<file path="config.mk">
export PLATFORM = sky130hd
export DESIGN_NAME = quad_light_sensor_direction_top_flat
export DESIGN_NICKNAME = d
export VERILOG_FILES = /design/src/hw/rtl/qlsd_pkg.sv /design/src/hw/rtl/qlsd_chan_if.sv /design/src/hw/rtl/qlsd_apb.sv /design/src/hw/rtl/qlsd_div.sv /design/src/hw/rtl/qlsd_seq.sv /design/src/hw/rtl/quad_light_sensor_direction_top.sv /design/src/flat_wrapper.sv
export SDC_FILE = /design/constraint.sdc
export NUM_CORES = 1
export LEC_CHECK = 0
export BUFFER_PORTS_ARGS = -buffer_cell sky130_fd_sc_hd__buf_2
export CAP_MARGIN = 0
export CORE_MARGIN = 2
export CORE_UTILIZATION = 63
export DETAILED_ROUTE_END_ITERATION = 7
export GPL_ROUTABILITY_DRIVEN = 0
export PLACE_DENSITY = 0.88
export SYNTH_ARGS = -nofsm -noshare
export SYNTH_HDL_FRONTEND = slang
export SYNTH_SLANG_ARGS = --single-unit
</file>
<file path="constraint.sdc">
create_clock -name clk -period 10 [get_ports clk]
set_input_delay 2 -clock clk [delete_from_list [all_inputs] [get_ports clk]]
set_output_delay 2 -clock clk [all_outputs]
set_load 0.01 [all_outputs]
</file>
<file path="src/hw/rtl/qlsd_pkg.sv">
`timescale 1ns / 1ps

package qlsd_pkg;

    localparam int SENSOR_W    = 12;
    localparam int ANGLE_W     = 9;
    localparam int STATUS_W    = 2;
    localparam int MIN_LVL_W   = 12;
    localparam int DZONE_W     = 13;
    // widest product of a 12-bit magnitude and 45
    localparam int PROD_W      = 18;
    // octant quotient never exceeds 45
    localparam int Q_W         = 6;
    localparam int APB_DW      = 32;
    localparam int PADDR_W     = 3;
    localparam int SAMPLES_DEF = 8;

    localparam logic [MIN_LVL_W-1:0] MIN_LVL_RST = MIN_LVL_W'(100);
    localparam logic [DZONE_W-1:0]   DZONE_RST   = DZONE_W'(20);

    localparam int DEG_45  = 45;
    localparam int DEG_90  = 90;
    localparam int DEG_180 = 180;

    // register index taken from paddr bit 2
    localparam logic REG_MIN_LIGHT = 1'b0;
    localparam logic REG_DEADZONE  = 1'b1;

    typedef enum logic [STATUS_W-1:0] {
        ST_OK     = 2'd0,
        ST_DARK   = 2'd1,
        ST_SPREAD = 2'd2,
        ST_SMALL  = 2'd3
    } status_t;

    typedef enum logic [2:0] {
        S_IDLE,
        S_AVG,
        S_EVAL,
        S_CHECK,
        S_ANG_GO,
        S_ANG_WAIT,
        S_OUT
    } seq_state_t;

    typedef struct packed {
        logic [SENSOR_W-1:0] sensor_top_left;
        logic [SENSOR_W-1:0] sensor_top_right;
        logic [SENSOR_W-1:0] sensor_bottom_left;
        logic [SENSOR_W-1:0] sensor_bottom_right;
    } in_item_t;

    typedef struct packed {
        logic signed [ANGLE_W-1:0] angle_degrees;
        logic [STATUS_W-1:0]       status;
    } out_item_t;

    typedef struct packed {
        logic [MIN_LVL_W-1:0] light_floor;
        logic [DZONE_W-1:0]   dead_band;
    } cfg_t;

    typedef struct packed {
        logic busy;
        logic done;
    } div_stat_t;

    function automatic int sum_w(input int samples);
        return SENSOR_W + $clog2(samples);
    endfunction

    function automatic int div_w(input int samples);
        return (sum_w(samples) > PROD_W) ? sum_w(samples) : PROD_W;
    endfunction

endpackage

</file>
<file path="src/hw/rtl/qlsd_chan_if.sv">
`timescale 1ns / 1ps

interface qlsd_chan_if #(
    parameter type T = logic
) ();
    logic valid;
    logic ready;
    T     payload;

    modport source (output valid, output payload, input ready);
    modport sink   (input valid, input payload, output ready);
endinterface

</file>
<file path="src/hw/rtl/qlsd_apb.sv">
`timescale 1ns / 1ps

module qlsd_apb (
    input  logic                          clk,
    input  logic                          rst_n,
    input  logic                          psel,
    input  logic                          penable,
    input  logic                          pwrite,
    input  logic [qlsd_pkg::PADDR_W-1:0]  paddr,
    input  logic [qlsd_pkg::APB_DW-1:0]   pwdata,
    output logic [qlsd_pkg::APB_DW-1:0]   prdata,
    output logic                          pready,
    output qlsd_pkg::cfg_t                cfg
);
    import qlsd_pkg::*;

    cfg_t cfg_reg;
    cfg_t cfg_next;
    logic wr_en;
    logic sel_bit;

    assign pready  = 1'b1;
    assign wr_en   = psel && penable && pwrite && pready;
    assign sel_bit = paddr[2];

    always_comb
    begin
        cfg_next = cfg_reg;
        if (wr_en)
        begin
            if (sel_bit == REG_MIN_LIGHT)
                cfg_next.light_floor = pwdata[MIN_LVL_W-1:0];
            else
                cfg_next.dead_band = pwdata[DZONE_W-1:0];
        end
    end

    always_ff @(posedge clk or negedge rst_n)
    begin
        if (!rst_n)
        begin
            cfg_reg.light_floor <= MIN_LVL_RST;
            cfg_reg.dead_band   <= DZONE_RST;
        end
        else
        begin
            cfg_reg <= cfg_next;
        end
    end

    assign prdata = (sel_bit == REG_DEADZONE) ? APB_DW'(cfg_reg.dead_band)
                                              : APB_DW'(cfg_reg.light_floor);
    assign cfg    = cfg_reg;

endmodule

</file>
<file path="src/hw/rtl/qlsd_div.sv">
`timescale 1ns / 1ps

module qlsd_div #(
    parameter int DIV_W = qlsd_pkg::PROD_W
) (
    input  logic                  clk,
    input  logic                  rst_n,
    input  logic                  start,
    input  logic [DIV_W-1:0]      dividend,
    input  logic [DIV_W-1:0]      divisor,
    output logic [DIV_W-1:0]      quotient,
    output qlsd_pkg::div_stat_t   stat
);
    import qlsd_pkg::*;

    localparam int STEP_W = (DIV_W > 1) ? $clog2(DIV_W) : 1;

    logic              busy_reg, busy_next;
    logic              done_reg, done_next;
    logic [STEP_W-1:0] step_reg, step_next;
    logic [DIV_W-1:0]  rem_reg, rem_next;
    logic [DIV_W-1:0]  quo_reg, quo_next;
    logic [DIV_W-1:0]  den_reg, den_next;
    logic [DIV_W:0]    shifted;
    logic [DIV_W:0]    diff;
    logic              take;

    always_comb
    begin
        shifted   = {rem_reg, quo_reg[DIV_W-1]};
        diff      = shifted - {1'b0, den_reg};
        take      = !diff[DIV_W];
        busy_next = busy_reg;
        done_next = 1'b0;
        step_next = step_reg;
        rem_next  = rem_reg;
        quo_next  = quo_reg;
        den_next  = den_reg;
        if (start)
        begin
            busy_next = 1'b1;
            step_next = STEP_W'(DIV_W - 1);
            rem_next  = '0;
            quo_next  = dividend;
            den_next  = divisor;
        end
        else if (busy_reg)
        begin
            // one restoring step: shift in the next dividend bit, subtract if it fits
            rem_next  = take ? diff[DIV_W-1:0] : shifted[DIV_W-1:0];
            quo_next  = {quo_reg[DIV_W-2:0], take};
            step_next = step_reg - STEP_W'(1);
            if (step_reg == '0)
            begin
                busy_next = 1'b0;
                done_next = 1'b1;
            end
        end
    end

    always_ff @(posedge clk or negedge rst_n)
    begin
        if (!rst_n)
        begin
            busy_reg <= 1'b0;
            done_reg <= 1'b0;
            step_reg <= '0;
        end
        else
        begin
            busy_reg <= busy_next;
            done_reg <= done_next;
            step_reg <= step_next;
        end
    end

    always_ff @(posedge clk)
    begin
        rem_reg <= rem_next;
        quo_reg <= quo_next;
        den_reg <= den_next;
    end

    assign quotient  = quo_reg;
    assign stat.busy = busy_reg;
    assign stat.done = done_reg;

endmodule

</file>
<file path="src/hw/rtl/qlsd_seq.sv">
`timescale 1ns / 1ps

module qlsd_seq #(
    parameter int   SAMPLES = qlsd_pkg::SAMPLES_DEF,
    localparam int  DIV_W   = qlsd_pkg::div_w(SAMPLES)
) (
    input  logic                  clk,
    input  logic                  rst_n,
    input  qlsd_pkg::cfg_t        cfg,
    qlsd_chan_if.sink             sample,
    qlsd_chan_if.source           result,
    output logic                  div_start,
    output logic [DIV_W-1:0]      div_dividend,
    output logic [DIV_W-1:0]      div_divisor,
    input  logic [DIV_W-1:0]      div_quotient,
    input  qlsd_pkg::div_stat_t   div_stat
);
    import qlsd_pkg::*;

    localparam int SUM_W = sum_w(SAMPLES);
    localparam int CNT_W = (SAMPLES > 1) ? $clog2(SAMPLES) : 1;
    localparam logic [CNT_W-1:0] LAST_CNT = CNT_W'(SAMPLES - 1);
    localparam int AVG_SH = SUM_W + $clog2(SAMPLES);
    localparam int RCP_W  = SUM_W + 1;
    localparam int PRD_W  = SUM_W + RCP_W;
    // ceiling reciprocal of SAMPLES: exact floor average for every SUM_W-bit sum
    localparam logic [RCP_W-1:0] AVG_RCP = RCP_W'(((1 << AVG_SH) + SAMPLES - 1) / SAMPLES);

    seq_state_t                 state_reg, state_next;
    logic [CNT_W-1:0]           cnt_reg, cnt_next;
    logic [1:0]                 idx_reg, idx_next;
    logic [SUM_W-1:0]           sum_reg [4];
    logic [SUM_W-1:0]           sum_next [4];
    logic [SENSOR_W-1:0]        avg_reg [4];
    logic [SENSOR_W-1:0]        avg_next [4];
    logic [SENSOR_W-1:0]        mx_reg, mx_next;
    logic [SENSOR_W-1:0]        mn_reg, mn_next;
    logic signed [SENSOR_W:0]   x_reg, x_next;
    logic signed [SENSOR_W:0]   y_reg, y_next;
    logic                       ge_reg, ge_next;
    logic                       xneg_reg, xneg_next;
    logic                       yneg_reg, yneg_next;
    logic [PROD_W-1:0]          num_reg, num_next;
    logic [SENSOR_W-1:0]        den_reg, den_next;
    logic signed [ANGLE_W-1:0]  ang_reg, ang_next;
    status_t                    stat_reg, stat_next;
    logic                       out_valid_reg, out_valid_next;
    out_item_t                  out_reg, out_next;

    logic [SENSOR_W-1:0]        in_arr [4];
    logic [SENSOR_W-1:0]        ax, ay;
    logic [SENSOR_W-1:0]        spread;
    logic [DZONE_W-1:0]         mag;
    logic [Q_W-1:0]             q;
    logic signed [ANGLE_W-1:0]  ang_a, ang_b;
    logic [SUM_W-1:0]           avg_src;
    logic [PRD_W-1:0]           avg_prod;
    logic                       accept;

    assign in_arr[0] = sample.payload.sensor_top_left;
    assign in_arr[1] = sample.payload.sensor_top_right;
    assign in_arr[2] = sample.payload.sensor_bottom_left;
    assign in_arr[3] = sample.payload.sensor_bottom_right;

    assign sample.ready = (state_reg == S_IDLE);
    assign accept       = sample.valid && sample.ready;

    always_comb
    begin
        ax       = x_reg[SENSOR_W] ? SENSOR_W'(-x_reg) : x_reg[SENSOR_W-1:0];
        ay       = y_reg[SENSOR_W] ? SENSOR_W'(-y_reg) : y_reg[SENSOR_W-1:0];
        spread   = mx_reg - mn_reg;
        mag      = {1'b0, ax} + {1'b0, ay};
        q        = div_quotient[Q_W-1:0];
        ang_a    = ge_reg ? ANGLE_W'(q) : ANGLE_W'(DEG_90) - ANGLE_W'(q);
        ang_b    = xneg_reg ? ANGLE_W'(DEG_180) - ang_a : ang_a;
        avg_src  = sum_reg[idx_reg];
        avg_prod = PRD_W'(avg_src) * PRD_W'(AVG_RCP);
    end

    always_comb
    begin
        state_next     = state_reg;
        cnt_next       = cnt_reg;
        idx_next       = idx_reg;
        sum_next       = sum_reg;
        avg_next       = avg_reg;
        mx_next        = mx_reg;
        mn_next        = mn_reg;
        x_next         = x_reg;
        y_next         = y_reg;
        ge_next        = ge_reg;
        xneg_next      = xneg_reg;
        yneg_next      = yneg_reg;
        num_next       = num_reg;
        den_next       = den_reg;
        ang_next       = ang_reg;
        stat_next      = stat_reg;
        out_next       = out_reg;
        out_valid_next = out_valid_reg && !result.ready;
        div_start      = 1'b0;
        div_dividend   = DIV_W'(num_reg);
        div_divisor    = DIV_W'(den_reg);

        unique case (state_reg)
            S_IDLE:
            begin
                if (accept)
                begin
                    for (int i = 0; i < 4; i++)
                        sum_next[i] = sum_reg[i] + SUM_W'(in_arr[i]);
                    if (cnt_reg == LAST_CNT)
                    begin
                        cnt_next   = '0;
                        idx_next   = '0;
                        state_next = S_AVG;
                    end
                    else
                    begin
                        cnt_next = cnt_reg + CNT_W'(1);
                    end
                end
            end
            S_AVG:
            begin
                // one sensor a cycle: multiply by the reciprocal, keep the high part
                avg_next[idx_reg] = avg_prod[AVG_SH +: SENSOR_W];
                sum_next[idx_reg] = '0;
                if (idx_reg == 2'd3)
                    state_next = S_EVAL;
                else
                    idx_next = idx_reg + 2'd1;
            end
            S_EVAL:
            begin
                mx_next = avg_reg[0];
                mn_next = avg_reg[0];
                for (int i = 1; i < 4; i++)
                begin
                    if (avg_reg[i] > mx_next)
                        mx_next = avg_reg[i];
                    if (avg_reg[i] < mn_next)
                        mn_next = avg_reg[i];
                end
                x_next     = $signed({1'b0, avg_reg[0]}) - $signed({1'b0, avg_reg[2]});
                y_next     = $signed({1'b0, avg_reg[1]}) - $signed({1'b0, avg_reg[3]});
                state_next = S_CHECK;
            end
            S_CHECK:
            begin
                ang_next   = '0;
                state_next = S_OUT;
                priority if (mx_reg < cfg.light_floor)
                    stat_next = ST_DARK;
                else if ({1'b0, spread} < cfg.dead_band)
                    stat_next = ST_SPREAD;
                else if (mag < cfg.dead_band)
                    stat_next = ST_SMALL;
                else
                begin
                    stat_next = ST_OK;
                    // a zero vector reports angle zero without dividing
                    if (ax != '0 || ay != '0)
                    begin
                        ge_next    = (ax >= ay);
                        xneg_next  = x_reg[SENSOR_W];
                        yneg_next  = y_reg[SENSOR_W];
                        num_next   = PROD_W'((ax >= ay) ? ay : ax) * PROD_W'(DEG_45);
                        den_next   = (ax >= ay) ? ax : ay;
                        state_next = S_ANG_GO;
                    end
                end
            end
            S_ANG_GO:
            begin
                div_start  = 1'b1;
                state_next = S_ANG_WAIT;
            end
            S_ANG_WAIT:
            begin
                if (div_stat.done)
                begin
                    // fold the octant into the full circle; minus 180 becomes plus 180
                    if (yneg_reg && ang_b != ANGLE_W'(DEG_180))
                        ang_next = -ang_b;
                    else
                        ang_next = ang_b;
                    state_next = S_OUT;
                end
            end
            S_OUT:
            begin
                if (!out_valid_reg || result.ready)
                begin
                    out_valid_next         = 1'b1;
                    out_next.angle_degrees = ang_reg;
                    out_next.status        = stat_reg;
                    state_next             = S_IDLE;
                end
            end
            default:
            begin
                state_next = S_IDLE;
            end
        endcase
    end

    always_ff @(posedge clk or negedge rst_n)
    begin
        if (!rst_n)
        begin
            state_reg     <= S_IDLE;
            cnt_reg       <= '0;
            idx_reg       <= '0;
            out_valid_reg <= 1'b0;
            for (int i = 0; i < 4; i++)
                sum_reg[i] <= '0;
        end
        else
        begin
            state_reg     <= state_next;
            cnt_reg       <= cnt_next;
            idx_reg       <= idx_next;
            out_valid_reg <= out_valid_next;
            sum_reg       <= sum_next;
        end
    end

    always_ff @(posedge clk)
    begin
        avg_reg  <= avg_next;
        mx_reg   <= mx_next;
        mn_reg   <= mn_next;
        x_reg    <= x_next;
        y_reg    <= y_next;
        ge_reg   <= ge_next;
        xneg_reg <= xneg_next;
        yneg_reg <= yneg_next;
        num_reg  <= num_next;
        den_reg  <= den_next;
        ang_reg  <= ang_next;
        stat_reg <= stat_next;
        out_reg  <= out_next;
    end

    assign result.valid   = out_valid_reg;
    assign result.payload = out_reg;

endmodule

</file>
<file path="src/hw/rtl/quad_light_sensor_direction_top.sv">
`timescale 1ns / 1ps

// Channel   Dir   Payload                                   Handshake
// sample    in    four 12-bit sensor samples                valid / ready
// result    out   angle_degrees (9b signed), status (2b)    valid / ready
// apb       in    light_floor @0x0, dead_band @0x4          psel/penable/pready
//
// A request that does not close the averaging window leaves the sample channel ready.
// The closing request then holds the sample channel off while the block averages
// the sensors (a reciprocal multiply per sensor), runs the checks, runs the octant
// divider when an angle is needed and loads the result; the channel stays off while
// an earlier result still waits unread.
// Reset clears sums, count and the output valid flag; thresholds return to defaults.

module quad_light_sensor_direction_top #(
    parameter int SAMPLES = qlsd_pkg::SAMPLES_DEF
) (
    input  logic                          clk,
    input  logic                          rst_n,
    qlsd_chan_if.sink                     sample,
    qlsd_chan_if.source                   result,
    input  logic                          psel,
    input  logic                          penable,
    input  logic                          pwrite,
    input  logic [qlsd_pkg::PADDR_W-1:0]  paddr,
    input  logic [qlsd_pkg::APB_DW-1:0]   pwdata,
    output logic [qlsd_pkg::APB_DW-1:0]   prdata,
    output logic                          pready
);
    import qlsd_pkg::*;

    localparam int DIV_W = div_w(SAMPLES);

    cfg_t             cfg;
    logic             div_start;
    logic [DIV_W-1:0] div_dividend;
    logic [DIV_W-1:0] div_divisor;
    logic [DIV_W-1:0] div_quotient;
    div_stat_t        div_stat;

    qlsd_apb u_apb (
        .clk     (clk),
        .rst_n   (rst_n),
        .psel    (psel),
        .penable (penable),
        .pwrite  (pwrite),
        .paddr   (paddr),
        .pwdata  (pwdata),
        .prdata  (prdata),
        .pready  (pready),
        .cfg     (cfg)
    );

    qlsd_div #(
        .DIV_W (DIV_W)
    ) u_div (
        .clk      (clk),
        .rst_n    (rst_n),
        .start    (div_start),
        .dividend (div_dividend),
        .divisor  (div_divisor),
        .quotient (div_quotient),
        .stat     (div_stat)
    );

    qlsd_seq #(
        .SAMPLES (SAMPLES)
    ) u_seq (
        .clk          (clk),
        .rst_n        (rst_n),
        .cfg          (cfg),
        .sample       (sample),
        .result       (result),
        .div_start    (div_start),
        .div_dividend (div_dividend),
        .div_divisor  (div_divisor),
        .div_quotient (div_quotient),
        .div_stat     (div_stat)
    );

    // the divider is never restarted while a division is running
    a_div_start_idle: assert property (@(posedge clk) disable iff (!rst_n)
        div_start |-> !div_stat.busy)
        else $error("divider started while busy");

    // a new result is loaded only while the sample channel is held off
    a_result_after_run: assert property (@(posedge clk) disable iff (!rst_n)
        $rose(result.valid) |-> !$past(sample.ready))
        else $error("result appeared outside a compute run");

    // any failed check reports angle zero
    a_zero_angle: assert property (@(posedge clk) disable iff (!rst_n)
        (result.valid && result.payload.status != ST_OK)
        |-> result.payload.angle_degrees == '0)
        else $error("non-zero angle with failing status");

    // angle stays within minus 179 to plus 180
    a_angle_range: assert property (@(posedge clk) disable iff (!rst_n)
        result.valid |-> ($signed(result.payload.angle_degrees) >= -179 &&
                          $signed(result.payload.angle_degrees) <= 180))
        else $error("angle out of range");

endmodule

</file>
<file path="src/flat_wrapper.sv">
// flat-port wrapper written by rule: the top's interface ports become plain ports
module quad_light_sensor_direction_top_flat import qlsd_pkg::*;
#(
    parameter int SAMPLES = qlsd_pkg::SAMPLES_DEF
)
  (clk, rst_n, psel, penable, pwrite, paddr, pwdata, prdata, pready, sample_valid, sample_payload, sample_ready, result_valid, result_payload, result_ready);
  qlsd_chan_if #(.T(in_item_t)) sample_i ();
  qlsd_chan_if #(.T(out_item_t)) result_i ();
  input  logic clk;
  input  logic rst_n;
  input  logic psel;
  input  logic penable;
  input  logic pwrite;
  input  logic [qlsd_pkg::PADDR_W-1:0] paddr;
  input  logic [qlsd_pkg::APB_DW-1:0] pwdata;
  output logic [qlsd_pkg::APB_DW-1:0] prdata;
  output logic pready;
  input wire logic [$bits(sample_i.valid)-1:0] sample_valid;
  input wire logic [$bits(sample_i.payload)-1:0] sample_payload;
  output wire logic [$bits(sample_i.ready)-1:0] sample_ready;
  output wire logic [$bits(result_i.valid)-1:0] result_valid;
  output wire logic [$bits(result_i.payload)-1:0] result_payload;
  input wire logic [$bits(result_i.ready)-1:0] result_ready;
  assign sample_i.valid = sample_valid;
  assign sample_i.payload = sample_payload;
  assign sample_ready = sample_i.ready;
  assign result_valid = result_i.valid;
  assign result_payload = result_i.payload;
  assign result_i.ready = result_ready;
  quad_light_sensor_direction_top #(.SAMPLES(SAMPLES)) u_core (.clk(clk), .rst_n(rst_n), .sample(sample_i), .result(result_i), .psel(psel), .penable(penable), .pwrite(pwrite), .paddr(paddr), .pwdata(pwdata), .prdata(prdata), .pready(pready));
endmodule
</file>
==> results of run 1 <==
==> cells by family (layout without fill, tap and decap cells) <==
| group | Yosys count | count (layout) | share of synthesized area, % |
|---|---|---|---|
| AOI/OAI and AO/OA | 457 | 457 | 13.8 |
| xor gates and xnor gates | 142 | 142 | 5.79 |
| adders and majority gates | 278 | 278 | 16.9 |
| buffers and inverters | 295 | 390 | 5.53 |
| DFF | 302 | 302 | 38.6 |
| muxes | 129 | 129 | 6.99 |
| other | 2 | 20 | 0.0345 |
| and+or+nand+nor | 562 | 562 | 12.4 |
==> cell usage in the layout, fill, tap and decap left out, types with 41 or more instances in the layout <==
cell type / netlist / routed
buf_2: 9 / 93
mux2i_1: 63 / 63
edfxtp_1: 183 / 183
dfrtp_1: 96 / 96
a21o_1: 46 / 46
nand2b_1: 41 / 41
xor2_1: 62 / 62
o21ai_0: 123 / 123
a21oi_1: 124 / 124
nand2_1: 186 / 186
ha_1: 253 / 253
nor2_1: 126 / 124
inv_1: 218 / 218
mux2_2: 53 / 53
xnor2_1: 78 / 77
==> stage by stage <==
stage	hold WS, ns	instances	area, um^2	setup slack (ns)	total power [uW]
3_3_place_gp	0.401	2674	22600	2.22	6630
2_1_floorplan	0.400	2185	21800	2.96	5790
6_report	0.415	2735	23700	1.80	8320
4_1_cts	0.417	2735	23700	2.01	8230
3_5_place_dp	0.405	2674	22600	2.07	6930
5_1_grt	0.417	2735	23700	1.35	8930
==> path summary, 6_finish.rpt <==
path / slack, ns / startpoint / to / depth (start not counted)
worst max register to register: 1.80 / u_core.u_seq.x_reg[0] / u_core.u_seq.div_dividend[17] / 29
min in group asynchronous: 1.48 / rst_n / u_core.u_seq.sum_reg[2] / 1
worst max-delay path: 1.80 / u_core.u_seq.x_reg[0] / u_core.u_seq.div_dividend[17] / 29
worst min register to register: 0.42 / u_core.u_seq.den_reg[3] / u_core.u_div.den_reg[3] / 0
max in group asynchronous: 7.35 / rst_n / u_core.u_div.step_reg[2] / 2
worst min-delay path: 0.42 / u_core.u_seq.den_reg[3] / u_core.u_div.den_reg[3] / 0
==> per-layer routing <==
| metal | vias to the layer above | track usage (%) | part of all wire (%) |
|---|---|---|---|
| met1 | 8215 | 35.9 | 39 |
| met5 | - | 0 | 0.025 |
| met3 | 182 | 5.09 | 7.7 |
| met4 | 2 | 12.3 | 4.2 |
| met2 | 790 | 51.6 | 49 |
| li1 | 7896 | - | - |
==> power by group <==
group	internal, uW	total (uW)	switching [uW]
Sequential	1900	2240	345
Combinational	2070	4850	2780
Clock	721	1230	507
==> cell type report <==
type | instances | area [um^2]
multi-input cells | 1588 | 12200
clock inverters | 21 | 191
flip-flops and latches | 302 | 8390
repair buffers | 107 | 571
clock buffers | 40 | 895
well taps | 455 | 569
inverters | 222 | 833
fillers | 2340 | 10600
==> results summary, run 1 <==
The flow ran to the end, and the final reports show no timing, DRC or antenna violations. In this run, synthesis inferred 183 flip-flops with an integrated enable. The sequential share of the synthesized area came out at 38.6%. STA classifies the critical path endpoint as a flip-flop. The die area is 36000 um^2. The total number of yosys warnings is 0.

The clock slew seen by the registers of the worst setup and hold paths is 0.06 ns. The later pin in the worst-skew pair is clocked with a latency of 0.53 ns. The maximum single-stage delay on the critical path came out at 0.74 ns.

Derived from the worst setup path, the maximum achievable clock frequency is 122 MHz. The number of design rule violations left after detail routing is 0. The post-synthesis instance area came out at 21700 um^2.

The number of buffers and inverters on the critical path came out at 3. The smallest clock period supported by the final layout is computed as 8.20 ns. The netlist uses 80 different library cells.

The critical path is of the flip-flop to flip-flop type. The floorplan step defined a core boundary enclosing 34300 um^2. Clock tree synthesis selected as its root buffer the cell clkbuf_16.

Cells fill 69.1% of the core in the end. The global-route congestion overflow total came out at 0. The period utilization is 82.0%. Among cell families on the critical path, the largest total delay comes from compound AO/OA/AOI/OAI gates. The clock sink count is 302. The synthesized area per cell came out at 10.0 um^2. The initial antenna violation count came out at 2. The kind of start point of the critical path is a flip-flop. The register with the most flip-flops in the layout has 60 of them. The via count of the first global-routing pass is 17043.

The number of top-level design ports is 136. The total vias in the final route is 17085. The height of the chip came out at 190 um.

The first global-routing pass estimated 85.0 mm of wire. After detailed routing, the average wire length per cell comes to 19.3 um. The layout overhead on the synthesized area came out at 8.98%. The final wirelength is 52.7 mm.

The number of failing hold endpoints at the final stage came out at 0. Max-cap violations in this run came to 0. During placement, the flow inserted port buffers numbering 94. For the final routed database, the setup TNS stands at 0 ns. After detailed routing, the number of vias per cell comes to 6.25. The library cell with the largest summed area after synthesis is edfxtp_1. For the worst setup path, the data required time is 10.26 ns. The number of antenna diodes in the final layout is 0. The effective utilization at floorplan came out at 63.4%.

The largest clock skew in the final design came out at 0.0192 ns. After floorplanning, the core was divided into 68 placement rows. The CTS tree is built. The relative max-transition margin is 14.4%.

The total setup violations reported at the end of the flow came out at 0. From left edge to right edge, the die measures 190 um. The number of max-slew violations in the final report came out at 0. The final net count came out at 2623. The slowest stage of the critical path is the xor2_1 cell.

The most numerous cell type found on the critical path is ha_1. Sorting the synthesized cells by area gives the leading types as edfxtp_1, ha_1, dfrtp_1, inv_1, nand2_1. The cell count after synthesis came out at 2167. The pin count of the biggest net entering global routing came out at 58. The setup fix buffers added after clock tree synthesis came out at 0.

The commonest register cell after synthesis is edfxtp_1. The violation count after the first detailed-routing iteration came out at 1374. Post-CTS repair changed the size of 0 cells. The data arrival at the endpoint of the critical path is 8.46 ns. In this run the number of H-tree levels came out at 2.

After clock tree synthesis, the flow added hold-fix buffers numbering 0. Synthesis inferred 302 register bits. TritonCTS created 34 clock buffers. The library cell with the highest instance count after synthesis is ha_1. After synthesis, the largest area contributor takes up 25.3% of total cell area. The slew at the pin closest to its max-slew limit came out at 1.28 ns. Setup repair after global routing left no endpoint under its margin.

Along the worst path, the maximum fanout reaches 32. The static leakage power came out at 0.0108 uW. The largest buffer count on any clock path came out at 3. The peak ir drop on the vdd network came out at 269 uV. The total power divided by cell area came out at 351 nW/um^2.

The fraction of final layout cells with drive strength greater than 1 is 11.6%. The min-delay analysis places its worst path in the category flip-flop to flip-flop. The estimated wirelength of the detail-placed design is 39.9 mm. The residual antenna-violating net count after detailed routing is 0. The combined global-route utilization of all metal layers came out at 29.4%.

By count the netlist is led by ha_1, inv_1, nand2_1. The detailed-router iteration count before antenna repair is 7. The proportion of register bits with asynchronous set or reset after synthesis came out at 33.4%.
Note: power is estimated with default switching activity, not from simulation.
==> run 2: changes to the inputs <==
==> constraint.sdc (replaced) <==
create_clock -name clk -period 8.4 [get_ports clk]
set_input_delay 1.68 -clock clk [delete_from_list [all_inputs] [get_ports clk]]
set_output_delay 1.68 -clock clk [all_outputs]
set_load 0.01 [all_outputs]
==> results summary, run 2 (synthesis results as in run 1) <==
The maximum net fanout on the critical path came out at 26 (-19%). The static leakage power came out at 0.0108 uW (+0.47%). The maximum single-stage delay on the critical path was 0.59 ns (-0.15 ns). The residual antenna-violating net count after detailed routing came out at 0 (unchanged). The critical register-to-register path endpoint is u_core.u_seq.div_dividend[17].

The number of flip-flops in the largest register is 60 (unchanged). The path depth of the worst reg2reg path came out at 26 (-10%). The mean number of vias per cell is 6.28 (+0.46%). The combined global-route utilization of all metal layers is 30.6% (+1.2 points). The effective utilization at floorplan is 63.4% (unchanged). The final wirelength came to 54.5 mm (+3.3%). The quantity of gates resized following cts was 0 (unchanged).

The data arrival at the endpoint of the critical path came to 8.17 ns (-0.29 ns). The clock sink count came to 302 (unchanged). The count of max-cap constraint violations came out at 0 (unchanged). The slew at the pin closest to its max-slew limit came out at 1.20 ns (-0.0804 ns).

The flow ran to the end, and the final reports show no timing, DRC or antenna violations. On the critical path, the stage with the largest delay is an instance of or4_4. The via count of the first global-routing pass is 17526 (+2.8%). Setup repair after global routing left no endpoint under its margin.

TritonCTS built the clock tree. The register-to-register setup slack came out at 0.51 ns (-1.30 ns). The violation count after the first detailed-routing iteration came out at 1267 (-7.8%). The clock insertion delay at the later pin of the skew report is 0.54 ns (about the same). The detailed-router iteration count before antenna repair came out at 5 (-2).

The estimated wirelength of the detail-placed design is 40.7 mm (+1.9%). The largest clock skew in the final design came out at 0.0286 ns (+0.00940 ns). The first-pass GRT wire length came out at 88.1 mm (+3.6%). The number of buffers and inverters on the critical path came out at 4 (+1). The depth of the critical timing path with buffers and inverters included is 26 (-10%). The final net count is 2630 (+0.27%). CTS placed an instance of clkbuf_16 at the clock tree root. The peak ir drop on the vdd network came out at 281 uV (+4.6%). The aggregate negative setup slack came out at 0 ns (unchanged). The number of rows in the core area is 68 (unchanged). The core region area is 34300 um^2 (unchanged). The initial antenna violation count is 0 (-2).

The post-route minimum period is 7.89 ns (-0.305 ns). The category of the worst setup path capture point is a flip-flop. The maximum clock frequency is 127 MHz (+3.9%). The number of failing hold endpoints at the final stage is 0 (unchanged). The die span in x is 190 um (unchanged). Leaving out fill and tap cells, the most frequent cell in the layout is ha_1. The path category of the worst min-delay check is flip-flop to flip-flop. The relative max-transition margin came out at 19.8% (+5.4 points). The largest buffer count on any clock path was 3 (unchanged). The critical path startpoint is u_core.u_seq.x_reg[4].

The clock buffer count from CTS came to 34 (unchanged). The total of buffers placed on input and output ports is 94 (unchanged). The total power divided by cell area came to 421 nW/um^2 (+20%). The critical path required time is 8.68 ns (-1.58 ns). The total vias in the final route is 17195 (+0.64%). The mean routed wirelength per cell is 19.9 um (+3.1%). The quantity of hold-fixing buffers added after cts came out at 0 (unchanged). The clock slew seen by the registers of the worst setup and hold paths came out at 0.06 ns (about the same). The number of max-slew violations in the final report is 0 (unchanged). The number of top-level design ports is 136 (unchanged). The final antenna diode count came out at 0 (unchanged). The pin count of the biggest net entering global routing came to 73 (+26%).

The number of design rule violations left after detail routing came out at 0 (unchanged). The period utilization was 94.0% (+12 points). The count of filler cells inserted in the layout is 2277 (-2.7%).

The global-route congestion overflow total is 0 (unchanged). The die area is 36000 um^2 (unchanged). The utilization after layout came out at 69.3% (+0.22 points).

The height of the chip is 190 um (unchanged). The worst setup path endpoint is u_core.u_seq.div_dividend[17]. The critical path's most frequent cell is ha_1. The total setup violations reported at the end of the flow came out at 0 (unchanged). STA classifies the critical path startpoint as a flip-flop. The maximum level of the CTS H-tree came out at 2 (unchanged). The setup path with the least slack is of type flip-flop to flip-flop. Leaving out fill and tap cells, the most frequent cells in the layout are ha_1, inv_1, nand2_1. The setup fix buffers added after clock tree synthesis is 0 (unchanged). The cell family contributing the most delay on the critical path is compound AO/OA/AOI/OAI gates. The layout overhead on the synthesized area is 9.33%. The startpoint identified for the worst register-to-register timing path is u_core.u_seq.x_reg[4]. The fraction of final layout cells with drive strength greater than 1 came out at 11.9% (+0.37 points).
==> run 2: cell types whose count changed in the layout (fill, tap and decap cells not counted), sizes merged <==
cell      before  now
clkinv        15    7
buf          107  114
clkbuf        40   47
bufinv         3    2
clkinvlp       3    2
inv          222  223
==> run 2: cell type report <==
type	count	area [um^2]	area share, %
multi-input cells	1588	12200	51.5
flip-flops and latches	302	8390	35.3
clock buffers	47	986	4.15
inverters	222	833	3.51
repair buffers	114	623	2.62
well taps	455	569	2.40
clock inverters	12	123	0.516
==> run 2: power by group <==
part           internal [uW]  total [uW]  switching, uW
clock                    885        1500            611
combinational           2480        5850           3370
sequential              2260        2650            395
total                   5620       10000           4380
==> run 2: per-stage QoR <==
stage,power (uW),hold slack (ns),worst slack (ns),area (um^2),std cells
6_report,10000,0.418,0.507,23800,2740
5_1_grt,10700,0.422,0.121,23800,2740
4_1_cts,9890,0.419,0.645,23800,2740
3_5_place_dp,8310,0.405,0.673,22700,2681
3_3_place_gp,7910,0.401,0.929,22700,2681
2_1_floorplan,6890,0.400,1.36,21800,2185
==> run 2: worst register-to-register path, stage by stage, from the launching register on <==
cell and delay, ns:
edfxtp_1 0.46, or4_4 0.60, o21ai_0 0.21, xor2_1 0.45, inv_1 0.15, ha_1 0.44
inv_1 0.08, a2111oi_0 0.45, a311oi_1 0.21, a2111oi_2 0.47, nor2_4 0.21, buf_4 0.23
a21oi_1 0.17, ha_1 0.27, ha_1 0.35, nor3b_1 0.17, a311oi_1 0.34, fa_1 0.47
inv_1 0.06, ha_1 0.26, or2_2 0.31, a21oi_1 0.21, o31ai_1 0.14, or4_1 0.45
a31o_2 0.25, a21oi_1 0.17, xnor2_1 0.08
==> run 2: worst min path at each step <==
stage / startpoint / to / cells after the start
final: u_core.u_seq.den_reg[8] / u_core.u_div.den_reg[8] / 0
after detailed placement: u_core.u_seq.den_reg[8] / u_core.u_div.den_reg[8] / 0
after global routing: u_core.u_seq.den_reg[3] / u_core.u_div.den_reg[3] / 0
after floorplan: u_core.u_seq.den_reg[0] / u_core.u_div.den_reg[0] / 0
after global placement: u_core.u_seq.stat_reg[1] / u_core.u_seq.result.payload[1] / 0
after CTS: u_core.u_seq.den_reg[8] / u_core.u_div.den_reg[8] / 0
==> run 2: metal layers <==
metal / global-route usage [%] / vias up / share of wire [%]
met5: 0 / - / 0
met3: 5.57 / 207 / 8.1
met4: 14.2 / 0 / 4.6
li1: - / 7906 / -
met2: 53.9 / 812 / 49
met1: 36.5 / 8270 / 38
==> run 3: changes to the inputs <==
--- a/config.mk
+++ b/config.mk
@@ -12,6 +12,7 @@
 export DETAILED_ROUTE_END_ITERATION = 7
 export GPL_ROUTABILITY_DRIVEN = 0
 export PLACE_DENSITY = 0.88
+export RECOVER_POWER = 50
 export SYNTH_ARGS = -nofsm -noshare
 export SYNTH_HDL_FRONTEND = slang
 export SYNTH_SLANG_ARGS = --single-unit
==> results summary, run 3 (synthesis results as in run 1) <==
The global-route layer with the greatest usage is met2. The slew at the pin closest to its max-slew limit is 4.08 ns (+2.88 ns). The fraction of met1 tracks used by global routing came to 36.5% (unchanged).

The run finished, with violations left. The maximum clock frequency came out at 126 MHz (-0.51%). The commonest non-fill, non-tap cell in the layout is ha_1. The detailed-router iteration count before antenna repair came out at 8 (+3).

The post-route minimum period is 7.93 ns (+0.0408 ns). The cell area after layout came out at 23700 um^2 (-0.13%). The global-route congestion overflow total came to 0 (unchanged).

The pin count of the biggest net entering global routing was 73 (unchanged). The static leakage power came out at 0.0108 uW (-0.33%). The clock insertion delay at the later pin of the skew report came out at 0.54 ns (about the same).

The kind of start point of the critical path is a flip-flop. The via count of the first global-routing pass is 17526 (unchanged). The aggregate negative setup slack came to 0 ns (unchanged).

The mean routed wirelength per cell is 19.8 um (-0.17%). The peak ir drop on the vdd network is 281 uV (about the same). The violation count after the first detailed-routing iteration was 1275 (+0.63%). The core region area is 34300 um^2 (unchanged). The mean number of vias per cell was 6.27 (-0.12%). The layout overhead on the synthesized area is 9.19%. Setup repair after global routing left no endpoint under its margin. The count of filler cells inserted in the layout is 2286 (+0.40%). TritonCTS built the clock tree.

On the critical path, the stage with the largest delay is an instance of or4_4. The period utilization came out at 94.5% (+0.49 points). The residual antenna-violating net count after detailed routing came out at 0 (unchanged). The met3 routing resource usage after global routing was 5.57% (unchanged).

The clock slew seen by the registers of the worst setup and hold paths is 0.06 ns (about the same). The largest buffer count on any clock path is 3 (unchanged). The maximum single-stage delay on the critical path came out at 0.60 ns (about the same).

The total of buffers placed on input and output ports came to 94 (unchanged). The count of max-cap constraint violations was 6 (+6). The placed standard-cell area is 22700 um^2 (unchanged). The height of the chip came out at 190 um (unchanged). The number of design rule violations left after detail routing is 1 (+1). The final wirelength was 54.4 mm (-0.17%). The maximum level of the CTS H-tree is 2 (unchanged). The maximum net fanout on the critical path is 26 (unchanged). The type of the setup path with the least slack is flip-flop to flip-flop. The data arrival at the endpoint of the critical path is 8.21 ns (+0.04 ns).

The fraction of final layout cells with drive strength greater than 1 is 11.6% (-0.39 points). The total power divided by cell area came out at 421 nW/um^2 (about the same). The final antenna diode count is 0 (unchanged). The quantity of gates resized following cts is 0 (unchanged).

The die area came out at 36000 um^2 (unchanged). The number of rows in the core area was 68 (unchanged). In this run the clock root is driven by a clkbuf_16.

The checks that failed: design-rule violations, max-capacitance violations, max-slew violations. The path class of the tightest hold or removal check is flip-flop to flip-flop. The clock sink count is 302 (unchanged). The estimated wirelength of the detail-placed design is 40.7 mm (unchanged). The utilization after layout came to 69.2% (-0.091 points). The combined global-route utilization of all metal layers was 30.6% (unchanged). The relative max-transition margin was -172% (-190 points).

The cell that appears most often on the critical path is ha_1. The top cell types in the final layout, fill and taps aside, are ha_1, inv_1, nand2_1. The first-pass GRT wire length came out at 88.1 mm (unchanged). The number of failing hold endpoints at the final stage came out at 0 (unchanged).

The effective utilization at floorplan came to 63.4% (unchanged). The largest clock skew in the final design was 0.0278 ns (-0.000835 ns). The total setup violations reported at the end of the flow was 0 (unchanged). The number of max-slew violations in the final report is 263 (+263).

The met2 usage came to 53.9% (unchanged). The total vias in the final route is 17174 (-0.12%). The initial antenna violation count came to 0 (unchanged). The setup fix buffers added after clock tree synthesis came to 0 (unchanged).

The number of flip-flops in the largest register came to 60 (unchanged). The critical path required time came out at 8.68 ns (about the same). The final net count came out at 2630 (unchanged). The clock buffer count from CTS is 34 (unchanged). The die span in x is 190 um (unchanged). The number of top-level design ports is 136 (unchanged).

The quantity of hold-fixing buffers added after cts is 0 (unchanged). STA classifies the critical path endpoint as a flip-flop.
==> run 3: changes by cell type in the layout (fill, tap and decap cells not counted), sizes merged <==
cell    delta
clkbuf     +9
buf        -9
==> run 3: routing by layer <==
layer / wire [um] / up-vias / part of all wire (%)
li1: - / 7907 / -
met1: 20700 / 8305 / 38
met2: 26900 / 763 / 50
met3: 4230 / 199 / 7.8
met4: 2510 / 0 / 4.6
met5: 0 / - / 0
==> run 3: worst paths after layout <==
path	startpoint	to	slack, ns	depth (start not counted)
max in group asynchronous	rst_n	u_core.u_div.step_reg[2]	2.24	2
hold / removal	u_core.u_seq.den_reg[8]	u_core.u_div.den_reg[8]	0.42	0
setup reg to reg	u_core.u_seq.x_reg[4]	u_core.u_seq.div_dividend[17]	0.47	26
min in group asynchronous	rst_n	u_core.u_seq.sum_reg[2]	1.55	1
hold reg to reg	u_core.u_seq.den_reg[8]	u_core.u_div.den_reg[8]	0.42	0
setup / recovery	u_core.u_seq.x_reg[4]	u_core.u_seq.div_dividend[17]	0.47	26
==> run 3: worst max-delay path: cells and delay by family (launching register included) <==
kind / cells / cell delay [ns]
xor gates and xnor gates: 2 / 0.53
adders and majority gates: 5 / 1.79
DFF: 1 / 0.46
AOI/OAI and AO/OA: 10 / 2.65
buffers and inverters: 4 / 0.51
and+or+nand+nor: 5 / 1.74
==> run 3: layout make-up <==
type | count | area, um^2 | share of cell area, %
Clock buffer | 47 | 986 | 4.15
Clock inverter | 12 | 123 | 0.517
Inverter | 222 | 833 | 3.51
Multi-Input combinational cell | 1588 | 12200 | 51.6
Sequential cell | 302 | 8390 | 35.3
Tap cell | 455 | 569 | 2.40
Timing Repair Buffer | 114 | 592 | 2.49
==> run 3: report_power, final <==
part           leakage (uW)  internal (uW)  switching, uW
clock network      0.000543            885            610
registers           0.00310           2260            395
logic               0.00715           2480           3370
total                0.0108           5620           4370
==> run 3: through the flow <==
step	setup WS [ns]	total power (uW)	instances	hold slack, ns
finish	0.466	10000	2740	0.418
floorplan	1.36	6890	2185	0.400
global placement	0.929	7910	2681	0.401
detailed placement	0.673	8310	2681	0.405
global route	0.121	10700	2740	0.422
CTS	0.645	9890	2740	0.419
